--- src/rtl/selective_repeat_receiver_core_macros.svh ---
// Assertion macros shared by the selective-repeat receiver modules.
`ifndef SELECTIVE_REPEAT_RECEIVER_CORE_MACROS_SVH
`define SELECTIVE_REPEAT_RECEIVER_CORE_MACROS_SVH

// Same-cycle implication, sampled on clk, off while rst_n is low.
`define SRR_ASSERT_IMPL(lbl, ante, cons, msg) \
    lbl: assert property (@(posedge clk) disable iff (!rst_n) (ante) |-> (cons)) \
        else $error(msg);

// Next-cycle implication, sampled on clk, off while rst_n is low.
`define SRR_ASSERT_NEXT(lbl, ante, cons, msg) \
    lbl: assert property (@(posedge clk) disable iff (!rst_n) (ante) |=> (cons)) \
        else $error(msg);

`endif

--- src/rtl/srr_pkg.sv ---
// Shared constants, codes and types of the selective-repeat receiver.
package srr_pkg;

    localparam int WINDOW            = 8;
    localparam int MAX_PAYLOAD_BYTES = 1024;

    localparam int SLOT_W = (WINDOW > 1) ? $clog2(WINDOW) : 1;
    localparam int WINC_W = SLOT_W + 1;
    localparam int WIN_W  = 4;
    localparam int SEQ_W  = 32;
    localparam int TAG_W  = 16;
    localparam int LEN_W  = 11;
    localparam int KIND_W = 2;
    localparam int SLOT_DATA_W = TAG_W + LEN_W;

    localparam logic [WIN_W-1:0] WIN_RESET = 4'd8;

    localparam logic ACT_DATA = 1'b0;
    localparam logic ACT_FIN  = 1'b1;

    typedef enum logic [KIND_W-1:0] {
        KIND_ACK     = 2'd0,
        KIND_FINACK  = 2'd1,
        KIND_DELIVER = 2'd2
    } kind_t;

    typedef enum logic [1:0] {
        S_IDLE,
        S_CHECK,
        S_SCAN,
        S_READ
    } state_t;

    typedef struct packed {
        logic              set_en;
        logic [SLOT_W-1:0] set_idx;
        logic [SEQ_W-1:0]  set_seq;
        logic              clr_en;
        logic [SLOT_W-1:0] clr_idx;
    } cam_cmd_t;

    typedef struct packed {
        logic              seq_hit;
        logic              exp_hit;
        logic [SLOT_W-1:0] exp_idx;
        logic              free_found;
        logic [SLOT_W-1:0] free_idx;
    } cam_stat_t;

endpackage

--- src/rtl/srr_ram.sv ---
// Generic single-port-write, registered-read RAM.
module srr_ram #(
    parameter int DATA_W = 8,
    parameter int DEPTH  = 8,
    localparam int ADDR_W = (DEPTH > 1) ? $clog2(DEPTH) : 1
) (
    input  logic                     clk,
    input  logic                     we,
    input  logic [ADDR_W-1:0]        waddr,
    input  logic [DATA_W-1:0]        wdata,
    input  logic                     re,
    input  logic [ADDR_W-1:0]        raddr,
    output logic [DATA_W-1:0]        rdata
);
    logic [DATA_W-1:0] mem [DEPTH];
    logic [DATA_W-1:0] rdata_reg;

    always_ff @(posedge clk)
    begin
        if (we)
        begin
            mem[waddr] <= wdata;
        end
        if (re)
        begin
            rdata_reg <= mem[raddr];
        end
    end

    assign rdata = rdata_reg;
endmodule

--- src/rtl/srr_cam.sv ---
// Slot sequence numbers and occupancy, matched against two keys in parallel.
`include "selective_repeat_receiver_core_macros.svh"
module srr_cam
    import srr_pkg::*;
(
    input  logic               clk,
    input  logic               rst_n,
    input  cam_cmd_t           cmd,
    input  logic [SEQ_W-1:0]   seq_key,
    input  logic [SEQ_W-1:0]   exp_key,
    input  logic [WINC_W-1:0]  win,
    output cam_stat_t          stat
);
    logic [WINDOW-1:0] valid_reg;
    logic [SEQ_W-1:0]  seq_reg [WINDOW];

    logic [WINDOW-1:0] seq_match;
    logic [WINDOW-1:0] exp_match;
    logic [WINDOW-1:0] free_ok;

    always_comb
    begin
        stat = '0;
        for (int i = 0; i < WINDOW; i++)
        begin
            seq_match[i] = valid_reg[i] && (seq_reg[i] == seq_key);
            exp_match[i] = valid_reg[i] && (seq_reg[i] == exp_key);
            free_ok[i]   = !valid_reg[i] && (WINC_W'(i) < win);
        end
        stat.seq_hit    = |seq_match;
        stat.exp_hit    = |exp_match;
        stat.free_found = |free_ok;
        // lowest index wins
        for (int i = WINDOW - 1; i >= 0; i--)
        begin
            if (exp_match[i])
            begin
                stat.exp_idx = SLOT_W'(i);
            end
            if (free_ok[i])
            begin
                stat.free_idx = SLOT_W'(i);
            end
        end
    end

    always_ff @(posedge clk or negedge rst_n)
    begin
        if (!rst_n)
        begin
            valid_reg <= '0;
        end
        else
        begin
            if (cmd.set_en)
            begin
                valid_reg[cmd.set_idx] <= 1'b1;
            end
            if (cmd.clr_en)
            begin
                valid_reg[cmd.clr_idx] <= 1'b0;
            end
        end
    end

    always_ff @(posedge clk)
    begin
        if (cmd.set_en)
        begin
            seq_reg[cmd.set_idx] <= cmd.set_seq;
        end
    end

    `SRR_ASSERT_IMPL(a_set_free_slot, cmd.set_en, !valid_reg[cmd.set_idx], "store into occupied slot")
    `SRR_ASSERT_IMPL(a_no_dup_exp, 1'b1, $countones(exp_match) <= 1, "expected number held twice")
endmodule

--- src/rtl/srr_ctrl.sv ---
// Receiver sequencer: classify items, update slots, emit acks and deliveries.
`include "selective_repeat_receiver_core_macros.svh"
module srr_ctrl
    import srr_pkg::*;
(
    input  logic                     clk,
    input  logic                     rst_n,
    input  logic                     s_tvalid,
    output logic                     s_tready,
    input  logic [63:0]              s_tdata,
    input  logic                     s_tuser,
    output logic                     m_tvalid,
    input  logic                     m_tready,
    output logic [63:0]              m_tdata,
    output logic [KIND_W-1:0]        m_tuser,
    output logic                     m_tlast,
    input  logic                     cfg_wr_en,
    input  logic [WIN_W-1:0]         cfg_wr_data,
    output cam_cmd_t                 cam_cmd,
    output logic [SEQ_W-1:0]         seq_key,
    output logic [SEQ_W-1:0]         exp_key,
    output logic [WINC_W-1:0]        win,
    input  cam_stat_t                cam_stat,
    output logic                     ram_we,
    output logic [SLOT_W-1:0]        ram_waddr,
    output logic [SLOT_DATA_W-1:0]   ram_wdata,
    output logic                     ram_re,
    output logic [SLOT_W-1:0]        ram_raddr,
    input  logic [SLOT_DATA_W-1:0]   ram_rdata
);
    state_t            state_reg, state_next;
    logic [WIN_W-1:0]  win_cfg_reg;
    logic [SEQ_W-1:0]  exp_reg, exp_next;
    logic              ack_pend_reg, ack_pend_next;
    logic              m_tvalid_reg, m_tvalid_next;

    logic              act_reg, act_next;
    logic [SEQ_W-1:0]  seq_reg, seq_next;
    logic [TAG_W-1:0]  tag_reg, tag_next;
    logic [LEN_W-1:0]  len_reg, len_next;
    logic [SEQ_W-1:0]  deliv_num_reg, deliv_num_next;

    kind_t             out_kind_reg, out_kind_next;
    logic [SEQ_W-1:0]  out_num_reg, out_num_next;
    logic [TAG_W-1:0]  out_tag_reg, out_tag_next;
    logic [LEN_W-1:0]  out_len_reg, out_len_next;
    logic              out_last_reg, out_last_next;

    logic              load;
    logic              out_free;
    logic [SEQ_W-1:0]  seq_off;

    always_comb
    begin
        if (win_cfg_reg == '0)
        begin
            win = WINC_W'(1);
        end
        else if (32'(win_cfg_reg) > WINDOW)
        begin
            win = WINC_W'(WINDOW);
        end
        else
        begin
            win = WINC_W'(win_cfg_reg);
        end
    end

    assign out_free = !m_tvalid_reg || m_tready;
    assign seq_off  = seq_reg - exp_reg;
    assign seq_key  = seq_reg;
    assign exp_key  = exp_reg;

    assign ram_waddr = cam_stat.free_idx;
    assign ram_wdata = {tag_reg, len_reg};
    assign ram_raddr = cam_stat.exp_idx;

    always_comb
    begin
        state_next     = state_reg;
        exp_next       = exp_reg;
        ack_pend_next  = ack_pend_reg;
        act_next       = act_reg;
        seq_next       = seq_reg;
        tag_next       = tag_reg;
        len_next       = len_reg;
        deliv_num_next = deliv_num_reg;
        out_kind_next  = out_kind_reg;
        out_num_next   = out_num_reg;
        out_tag_next   = out_tag_reg;
        out_len_next   = out_len_reg;
        out_last_next  = out_last_reg;
        load           = 1'b0;
        s_tready       = 1'b0;
        cam_cmd        = '0;
        ram_we         = 1'b0;
        ram_re         = 1'b0;

        unique case (state_reg)
            S_IDLE:
            begin
                s_tready = 1'b1;
                if (s_tvalid)
                begin
                    act_next   = s_tuser;
                    seq_next   = s_tdata[SEQ_W-1:0];
                    tag_next   = s_tdata[SEQ_W+TAG_W-1:SEQ_W];
                    len_next   = s_tdata[SEQ_W+TAG_W+LEN_W-1:SEQ_W+TAG_W];
                    state_next = S_CHECK;
                end
            end

            S_CHECK:
            begin
                priority if (act_reg == ACT_FIN)
                begin
                    if (out_free)
                    begin
                        load          = 1'b1;
                        out_kind_next = KIND_FINACK;
                        out_num_next  = exp_reg;
                        out_tag_next  = '0;
                        out_len_next  = '0;
                        out_last_next = 1'b1;
                        state_next    = S_IDLE;
                    end
                end
                else if ((len_reg == '0) || (len_reg > LEN_W'(MAX_PAYLOAD_BYTES)))
                begin
                    // drop malformed or empty item
                    state_next = S_IDLE;
                end
                else if (seq_reg < exp_reg)
                begin
                    if (out_free)
                    begin
                        load          = 1'b1;
                        out_kind_next = KIND_ACK;
                        out_num_next  = seq_reg;
                        out_tag_next  = '0;
                        out_len_next  = '0;
                        out_last_next = 1'b1;
                        state_next    = S_IDLE;
                    end
                end
                else if (cam_stat.seq_hit)
                begin
                    ack_pend_next = 1'b1;
                    state_next    = S_SCAN;
                end
                else if ((seq_off < SEQ_W'(win)) && cam_stat.free_found)
                begin
                    cam_cmd.set_en  = 1'b1;
                    cam_cmd.set_idx = cam_stat.free_idx;
                    cam_cmd.set_seq = seq_reg;
                    ram_we          = 1'b1;
                    ack_pend_next   = 1'b1;
                    state_next      = S_SCAN;
                end
                else
                begin
                    state_next = S_SCAN;
                end
            end

            S_SCAN:
            begin
                priority if (ack_pend_reg)
                begin
                    if (out_free)
                    begin
                        load          = 1'b1;
                        out_kind_next = KIND_ACK;
                        out_num_next  = seq_reg;
                        out_tag_next  = '0;
                        out_len_next  = '0;
                        out_last_next = !cam_stat.exp_hit;
                        ack_pend_next = 1'b0;
                    end
                end
                else if (cam_stat.exp_hit)
                begin
                    // fetch the slot payload, free it, advance expected
                    ram_re          = 1'b1;
                    cam_cmd.clr_en  = 1'b1;
                    cam_cmd.clr_idx = cam_stat.exp_idx;
                    deliv_num_next  = exp_reg;
                    exp_next        = exp_reg + SEQ_W'(1);
                    state_next      = S_READ;
                end
                else
                begin
                    state_next = S_IDLE;
                end
            end

            S_READ:
            begin
                if (out_free)
                begin
                    load          = 1'b1;
                    out_kind_next = KIND_DELIVER;
                    out_num_next  = deliv_num_reg;
                    out_tag_next  = ram_rdata[SLOT_DATA_W-1:LEN_W];
                    out_len_next  = ram_rdata[LEN_W-1:0];
                    out_last_next = !cam_stat.exp_hit;
                    state_next    = S_SCAN;
                end
            end
        endcase

        if (load)
        begin
            m_tvalid_next = 1'b1;
        end
        else if (m_tready)
        begin
            m_tvalid_next = 1'b0;
        end
        else
        begin
            m_tvalid_next = m_tvalid_reg;
        end
    end

    always_ff @(posedge clk or negedge rst_n)
    begin
        if (!rst_n)
        begin
            state_reg    <= S_IDLE;
            win_cfg_reg  <= WIN_RESET;
            exp_reg      <= '0;
            ack_pend_reg <= 1'b0;
            m_tvalid_reg <= 1'b0;
        end
        else
        begin
            state_reg    <= state_next;
            exp_reg      <= exp_next;
            ack_pend_reg <= ack_pend_next;
            m_tvalid_reg <= m_tvalid_next;
            if (cfg_wr_en)
            begin
                win_cfg_reg <= cfg_wr_data;
            end
        end
    end

    always_ff @(posedge clk)
    begin
        act_reg       <= act_next;
        seq_reg       <= seq_next;
        tag_reg       <= tag_next;
        len_reg       <= len_next;
        deliv_num_reg <= deliv_num_next;
        out_kind_reg  <= out_kind_next;
        out_num_reg   <= out_num_next;
        out_tag_reg   <= out_tag_next;
        out_len_reg   <= out_len_next;
        out_last_reg  <= out_last_next;
    end

    assign m_tvalid = m_tvalid_reg;
    assign m_tuser  = out_kind_reg;
    assign m_tlast  = out_last_reg;
    assign m_tdata  = {{(64 - SEQ_W - TAG_W - LEN_W){1'b0}}, out_len_reg, out_tag_reg, out_num_reg};

    `SRR_ASSERT_IMPL(a_idle_no_ack, state_reg == S_IDLE, !ack_pend_reg, "pending ack left in idle")
    `SRR_ASSERT_NEXT(a_exp_step, (state_reg == S_SCAN) && !ack_pend_reg && cam_stat.exp_hit, exp_reg == $past(exp_reg) + 32'd1, "expected number did not advance by one")
    `SRR_ASSERT_IMPL(a_deliver_len, load && (out_kind_next == KIND_DELIVER), out_len_next != '0, "delivery from an empty slot")
endmodule

--- src/rtl/selective_repeat_receiver_core.sv ---
// Top level of the selective-repeat receiver window.
//
// Slave channel s_*: one item per packet, s_tuser = action (0 data, 1 FIN).
// Master channel m_*: acks, FIN acks and in-order deliveries, m_tuser = kind,
// m_tlast marks the last result an item causes; data items that are dropped
// give no result at all.
// cfg_wr_en / cfg_wr_data write the receive window size; write only when idle.
// Timing: s_tready is high only while the sequencer is idle, so a new item is
// taken only after the last one is through. Every item passes the idle and
// check states; a FIN item, a stale ack or an empty or oversized item ends
// there. Any other data item adds a scan step, an ack step if it gets one, and
// a slot match and a tag RAM read per delivered packet, with up to 8
// deliveries. The first result is registered from the check state for a FIN
// ack or a stale ack, from the scan state for a new or duplicate ack, and from
// the read state when a delivery comes first. A step that registers a result
// holds while the output register is full. The rate is set by the sequencer
// looping over the slot matcher and the registered tag RAM read.
// Reset: window size 8, expected number 0, every slot free; no clearing pass,
// the tag RAM is read only from occupied slots.
// Stall: while m_tready is low a finished result waits in the output register
// and the sequencer holds with the next result until it is taken.
module selective_repeat_receiver_core
    import srr_pkg::*;
(
    input  logic                clk,
    input  logic                rst_n,
    input  logic                s_tvalid,
    output logic                s_tready,
    input  logic [63:0]         s_tdata,   // seq[31:0], payload_tag[47:32], byte_len[58:48]
    input  logic                s_tuser,   // action[0]
    output logic                m_tvalid,
    input  logic                m_tready,
    output logic [63:0]         m_tdata,   // number[31:0], out_tag[47:32], out_len[58:48]
    output logic [KIND_W-1:0]   m_tuser,   // kind[1:0]
    output logic                m_tlast,
    input  logic                cfg_wr_en,
    input  logic [WIN_W-1:0]    cfg_wr_data
);
    cam_cmd_t                 cam_cmd;
    cam_stat_t                cam_stat;
    logic [SEQ_W-1:0]         seq_key;
    logic [SEQ_W-1:0]         exp_key;
    logic [WINC_W-1:0]        win;
    logic                     ram_we;
    logic [SLOT_W-1:0]        ram_waddr;
    logic [SLOT_DATA_W-1:0]   ram_wdata;
    logic                     ram_re;
    logic [SLOT_W-1:0]        ram_raddr;
    logic [SLOT_DATA_W-1:0]   ram_rdata;

    srr_ctrl u_ctrl (
        .clk         (clk),
        .rst_n       (rst_n),
        .s_tvalid    (s_tvalid),
        .s_tready    (s_tready),
        .s_tdata     (s_tdata),
        .s_tuser     (s_tuser),
        .m_tvalid    (m_tvalid),
        .m_tready    (m_tready),
        .m_tdata     (m_tdata),
        .m_tuser     (m_tuser),
        .m_tlast     (m_tlast),
        .cfg_wr_en   (cfg_wr_en),
        .cfg_wr_data (cfg_wr_data),
        .cam_cmd     (cam_cmd),
        .seq_key     (seq_key),
        .exp_key     (exp_key),
        .win         (win),
        .cam_stat    (cam_stat),
        .ram_we      (ram_we),
        .ram_waddr   (ram_waddr),
        .ram_wdata   (ram_wdata),
        .ram_re      (ram_re),
        .ram_raddr   (ram_raddr),
        .ram_rdata   (ram_rdata)
    );

    srr_cam u_cam (
        .clk     (clk),
        .rst_n   (rst_n),
        .cmd     (cam_cmd),
        .seq_key (seq_key),
        .exp_key (exp_key),
        .win     (win),
        .stat    (cam_stat)
    );

    srr_ram #(
        .DATA_W (SLOT_DATA_W),
        .DEPTH  (WINDOW)
    ) u_slot_ram (
        .clk   (clk),
        .we    (ram_we),
        .waddr (ram_waddr),
        .wdata (ram_wdata),
        .re    (ram_re),
        .raddr (ram_raddr),
        .rdata (ram_rdata)
    );
endmodule

--- config.mk ---
export PLATFORM = sky130hd
export DESIGN_NAME = selective_repeat_receiver_core
export DESIGN_NICKNAME = d
export VERILOG_FILES = /design/src/rtl/srr_pkg.sv /design/src/rtl/srr_ram.sv /design/src/rtl/srr_cam.sv /design/src/rtl/srr_ctrl.sv /design/src/rtl/selective_repeat_receiver_core.sv
export VERILOG_INCLUDE_DIRS = /design/src /design/src/rtl
export SDC_FILE = /design/constraint.sdc
export NUM_CORES = 1
export LEC_CHECK = 0
export BUFFER_PORTS_ARGS = -buffer_cell sky130_fd_sc_hd__buf_2
export CAP_MARGIN = 20
export CORE_MARGIN = 2
export CORE_UTILIZATION = 50
export DETAILED_ROUTE_END_ITERATION = 8
export PLACE_DENSITY = 0.63
export SLEW_MARGIN = 20
export SYNTH_ARGS = -nofsm -noshare
export SYNTH_HDL_FRONTEND = slang
export SYNTH_SLANG_ARGS = --single-unit
--- constraint.sdc ---
create_clock -name clk -period 12.9 [get_ports clk]
set_clock_uncertainty 0.15 [all_clocks]
set_input_delay 2.58 -clock clk [delete_from_list [all_inputs] [get_ports clk]]
set_output_delay 2.58 -clock clk [all_outputs]
set_load 0.01 [all_outputs]
# After elaboration in Yosys (flattened, before gate mapping)
# Memories as Yosys holds them, arrays and structs flattened. A register that Yosys moved wholly into a read port is not among the register bits.
# Index checks and enable logic that the tools add are counted.
[op_classes] reduce_logical=55 n_bitwise=4 addsub=2 n_lt_le_gt_ge=16 mux=108 n_eq_ne=30
[ops] cell="== test 32 bit" count=16
[ops] cell="2-to-1 mux 32 bit" count=7
[ops] cell="2-to-1 mux 36 bit" count=6
[ops] cell="2-to-1 mux 16 bit" count=6
[ops] cell="case mux 32 bit (3 select lines)" count=1
[ops] cell="2-to-1 mux 11 bit" count=6
[ops] cell="2-to-1 mux 3 bit" count=16
[ops] cell="case mux 16 bit (3 select lines)" count=1
[ops] cell="2-to-1 mux 1 bit" count=36
[ops] cell="case mux 11 bit (3 select lines)" count=1
[ops] cell="adder 32 x 1 -> 32 bit (second input constant)" count=1
[ops] cell="< comparator 32 bit" count=1
[ops] cell="< comparator 32 x 4 -> 1 bit" count=1
[ops] cell="subtractor 32 bit" count=1
[ops] cell="2-to-1 mux 2 bit" count=14
[ops] cell="logical AND 1 bit" count=27
[ops] cell="OR reduction 8 bit" count=3
[ops] cell="2-to-1 mux 4 bit" count=5
[ops] cell="< comparator 3 x 4 -> 1 bit (first input constant)" count=4
[ops] cell="2-to-1 mux 8 bit" count=2
[ops] cell="> comparator 11 bit (second input constant)" count=1
[ops] cell="logical NOT 11 bit" count=1
[ops] cell="logical NOT 1 bit" count=10
[ops] cell="inequality test 2 bit (second input constant)" count=5
[ops] cell="other kinds (30)" count=43
[totals] register_bits=202 out_inout_bits=69 word_cells=233 n_memories=2 mem_bits_rw=472
[memory_table] memory="u_cam.seq_reg" depth=8 word_bits=32 rd=8 rd_clocked_by_memory_dff=0 write_ports=1 line="srr_cam.sv:15" rtl="logic [SEQ_W-1:0] seq_reg [WINDOW];"
[memory_table] memory="u_slot_ram.mem" depth=8 word_bits=27 rd=1 rd_clocked_by_memory_dff=1 write_ports=1 line="srr_ram.sv:15" rtl="logic [DATA_W-1:0] mem [DEPTH];"

# Depth between registers and ports, before layout
[depth] depth_word=27 mapped_depth=18 depth_no_buf=16

# Cells and area by module
# Synthesis repeated with hierarchy kept, for this count alone.
[hier_totals] hier_cells=2401 hier_area_um2=33723.6
[by_module_without_submodules] module="srr_cam" cells_per_inst=1091 instances=1 area_per_inst_um2=14202.4 seq_area_each_um2=7887.6
[by_module_without_submodules] module="srr_ctrl" cells_per_inst=958 instances=1 area_per_inst_um2=10338.7 seq_area_each_um2=5626.6
[by_module_without_submodules] module="srr_ram" cells_per_inst=352 instances=1 area_per_inst_um2=9182.6 seq_area_each_um2=7297.0

# Worst setup path after synthesis
# No wires, ideal clock.
[synth_path] path_kind="register to register" from="register u_ctrl.seq_reg[0] (netlist: u_ctrl.seq_key[0])" to="memory u_cam.seq_reg[2][0] (enable)" stages_incl_launch_ff=16 arrival_ns=7.040 t_required_ns=12.237 setup_slack_ns=5.197 path_buffers=3 setup_ns=0.513 period_less_slack_ns=7.703 path_cell_list="edfxtp_1 -> clkbuf_1 -> inv_1 -> ha_1 -> fa_1 -> nand2b_1 -> a211oi_1 -> o21ai_1 -> a211oi_2 -> a2bb2oi_1 -> a21oi_1 -> nor4_2 -> nand4_1 -> buf_2 -> clkbuf_1 -> nor4b_1"
[synth_via] elab_chain_len=11 word_cells_on_any_way=29
[synth_lines] element="start: declaration" line="srr_ctrl.sv:38" rtl="logic [SEQ_W-1:0] seq_reg, seq_next;"
[synth_lines] element="start signal: assignment" line="srr_ctrl.sv:252" rtl="seq_reg <= seq_next;"
[synth_lines] element="subtractor 32 bit" line="srr_ctrl.sv:70" rtl="assign seq_off = seq_reg - exp_reg;"
[synth_lines] element="< comparator 32 x 4 -> 1 bit" line="srr_ctrl.sv:151" rtl="else if ((seq_off < SEQ_W'(win)) && cam_stat.free_found)"
[synth_lines] element="logical AND 1 bit" line="srr_ctrl.sv:151"
[synth_lines] element="2-to-1 mux 36 bit" line="srr_ctrl.sv:151"
[synth_lines] element="2-to-1 mux 36 bit" line="srr_ctrl.sv:146" rtl="else if (cam_stat.seq_hit)"
[synth_lines] element="2-to-1 mux 36 bit (*)" line="srr_ctrl.sv:133" rtl="else if (seq_reg < exp_reg)"
[synth_lines] element="2-to-1 mux 36 bit (*)" line="srr_ctrl.sv:128" rtl="else if ((len_reg == '0) || (len_reg > LEN_W'(MAX_PAYLOAD_BYTES)))"
[synth_lines] element="2-to-1 mux 36 bit (*)" line="srr_ctrl.sv:115" rtl="priority if (act_reg == ACT_FIN)"
[synth_lines] element="2-to-1 mux 36 bit (*)" line="srr_ctrl.sv:99" rtl="unique case (state_reg)"
[synth_lines] element="2-to-1 mux 1 bit" line="srr_cam.sv:68" rtl="if (cmd.set_en)"
[synth_lines] element="2-to-1 mux 1 bit (not written as such)" line="srr_cam.sv:70" rtl="seq_reg[cmd.set_idx] <= cmd.set_seq;"
[synth_lines] element="end: declaration" line="srr_cam.sv:15"
# Mark *: on every way between the ends. The rest lies on a longest branch, timed or not.

==> impl_metrics.json <==
{
  "place_ws_ns": 6.36,
  "fin_crit_sh_pct": 53.3,
  "yosysWarnings": 0,
  "cts_resized": 0,
  "post-route-util_pct": 57.1,
  "power_density_nw_per_um2": 161,
  "ir_drop_mv": 0.176,
  "grt_max_degree": 98,
  "clk_path_buf_depth": 3,
  "dpl_cell_area_um2": 36500,
  "clk_latency_ns": 0.65,
  "hold_depth": 1,
  "rsz0062_at_grt": "no",
  "place.gp.congestion": 1.02,
  "core_area_um2": 68500,
  "crit_type": "flop to flop",
  "dpl.hpwl_mm": 74.8,
  "track_usage_pct": 33.3,
  "num_rows": 96,
  "wire_per_inst_um": 32.0,
  "cp-end-kind": "flop",
  "avgViaCountPerCell": 6.39,
  "nNetsFinal": 2911,
  "synthToLayoutAreaGrowth_pct": 13.1,
  "grt_pass1_wl_mm": 165,
  "drtPass1Iterations": 6,
  "overflow": 0,
  "fin_ws_ns": 6.02,
  "final_common_cell": "edfxtp_1",
  "numPortBuffers": 132,
  "wl_mm": 120,
  "vias": 23900,
  "fmax_mhz": 145,
  "dp_cells": 3597,
  "setup_viol": 0,
  "antenna_found_initial": 3,
  "holdCritStartpoint": "u_slot_ram.rdata[4]",
  "cp_data_required_time_ns": 13.04,
  "rr_worst_depth": 13,
  "min_period_ns": 6.88,
  "rrSetupSlack_ns": 6.02,
  "synth_cells": 2628,
  "ios": 143,
  "start_kind": "flop",
  "synth-main-ff-cell": "edfxtp_1",
  "synth_area_leaders": "edfxtp_1, xor2_1, xnor2_1",
  "stdcell_area_um2": 39100,
  "postCtsSetupBuffers": 0,
  "async_flop_share_pct": 6.85,
  "ys_seq_area_share_pct": 60.2,
  "min_to": "u_ctrl.out_len_reg[4]",
  "synth_area_um2": 34600,
  "initial_core_util_pct": 50.5,
  "synth_area_leader_cell": "edfxtp_1",
  "final_cell_mix": "edfxtp_1, xor2_1, xnor2_1",
  "cts_buffers": 77,
  "final-hold-violation-count": 0,
  "h-tree-depth": 3,
  "tns_ns": 0,
  "syn_area_per_cell_um2": 13.1,
  "cts.sinks": 701,
  "root_buffer": "clkbuf_16",
  "dr.first_iter.drc_count": 2845,
  "synth_seq_cells": 701,
  "largest_reg_flops": 256,
  "finalNonFillerCells": 3738,
  "grt_pass1_vias": 22900,
  "status": "completed",
  "dieArea_um2": 71200,
  "slew-limit-headroom_pct": 15.4,
  "cts_hold_buffers": 0,
  "leakage_nw": 13.1,
  "synth-edff-count": 653,
  "power_mw": 6.29,
  "yosysTopAreaCellShare_pct": 56.7,
  "cp_max_fo": 30,
  "regToRegStartpoint": "u_ctrl.seq_key[1]",
  "worstPathArrival_ns": 7.02,
  "synth_cell_types": 79,
  "cap_viol_max_count": 0,
  "ant_nets": 0,
  "clk_pin_slew_ns": 0.06,
  "drv_slew": 0,
  "worst_slew_pin_slew_ns": 1.26,
  "die_h_um": 267,
  "drive_gt1_share_pct": 14.3,
  "holdWs_ns": 0.373,
  "drc": 0,
  "hp-class": "flop to flop",
  "r2r-end": "u_cam.seq_reg[4][14]",
  "dieWidth_um": 267,
  "cts_tree": "done"
}
==> layout make-up <==
type                       count  area, um^2
fill                        5503       29400
sequential                   701       20800
multi-input combinational   1727       13000
clock buffer                  91        1980
timing repair buffer         228        1400
tap                          882        1100
clock inverter                48         561
inverter                      60         225
antenna                        1        2.50
==> Yosys cell counts, drive strengths merged, types with 51 or more instances <==
library cell,count
and2,63
nor2,108
nand2,104
nand4,97
a21oi,66
xor2,292
nor4,130
inv,60
buf,57
mux2i,137
a22o,55
clkbuf,87
edfxtp,653
xnor2,263
nor3,51
==> critical path: stages, from the launching register on <==
cell      delay, ns
edfxtp_1       1.09
inv_1          0.41
fa_1           0.56
nand2b_1       0.19
a211oi_1       0.64
o21ai_1        0.31
a21oi_1        0.37
a31oi_1        0.15
xnor2_1        0.16
nor4_1         0.29
nand4_1        0.12
buf_4          0.29
nor2_2         0.81
and2_1         0.94
==> routing by layer <==
metal  GRT usage [%]  vias to the layer above  routed length, um
met5               0                        -                 13
met4            15.2                        2               5860
met3            7.51                      286              12800
met2            51.0                     1417              53300
met1            45.5                    12000              47600
li1                -                    10100                  -
==> worst max path at each step <==
stage                            from              endpoint  slack [ns]  depth (start not counted)
floorplan           u_ctrl.seq_key[0]   u_cam.seq_reg[2][0]        5.20                         15
global placement    u_ctrl.seq_key[1]  u_cam.seq_reg[4][14]        6.45                         16
detailed placement  u_ctrl.seq_key[1]  u_cam.seq_reg[4][14]        6.36                         13
CTS                 u_ctrl.seq_key[1]  u_cam.seq_reg[0][14]        6.30                         13
global route        u_ctrl.seq_key[1]  u_cam.seq_reg[5][14]        5.89                         13
finish              u_ctrl.seq_key[1]  u_cam.seq_reg[4][14]        6.02                         13
==> where the power goes <==
group / switching (mW) / internal (mW)
combinational: 0.835 / 0.394
sequential: 0.118 / 2.73
clock: 0.946 / 1.28
==> cells by family (layout without fill, tap and decap cells) <==
| group | count (synthesis) | in the layout | share of synthesized area, % |
|---|---|---|---|
| other | 1 | 6 | 0.0109 |
| flip-flops | 701 | 701 | 60.2 |
| AO/OA/AOI/OAI | 301 | 301 | 6.22 |
| adder cells (fa/ha/maj) | 42 | 42 | 1.54 |
| AND/OR/NAND/NOR | 684 | 684 | 11.1 |
| buffers and inverters | 204 | 427 | 2.73 |
| XOR/XNOR | 555 | 555 | 14.1 |
| multiplexers | 140 | 140 | 4.07 |
(Power assumes the default switching activity.)
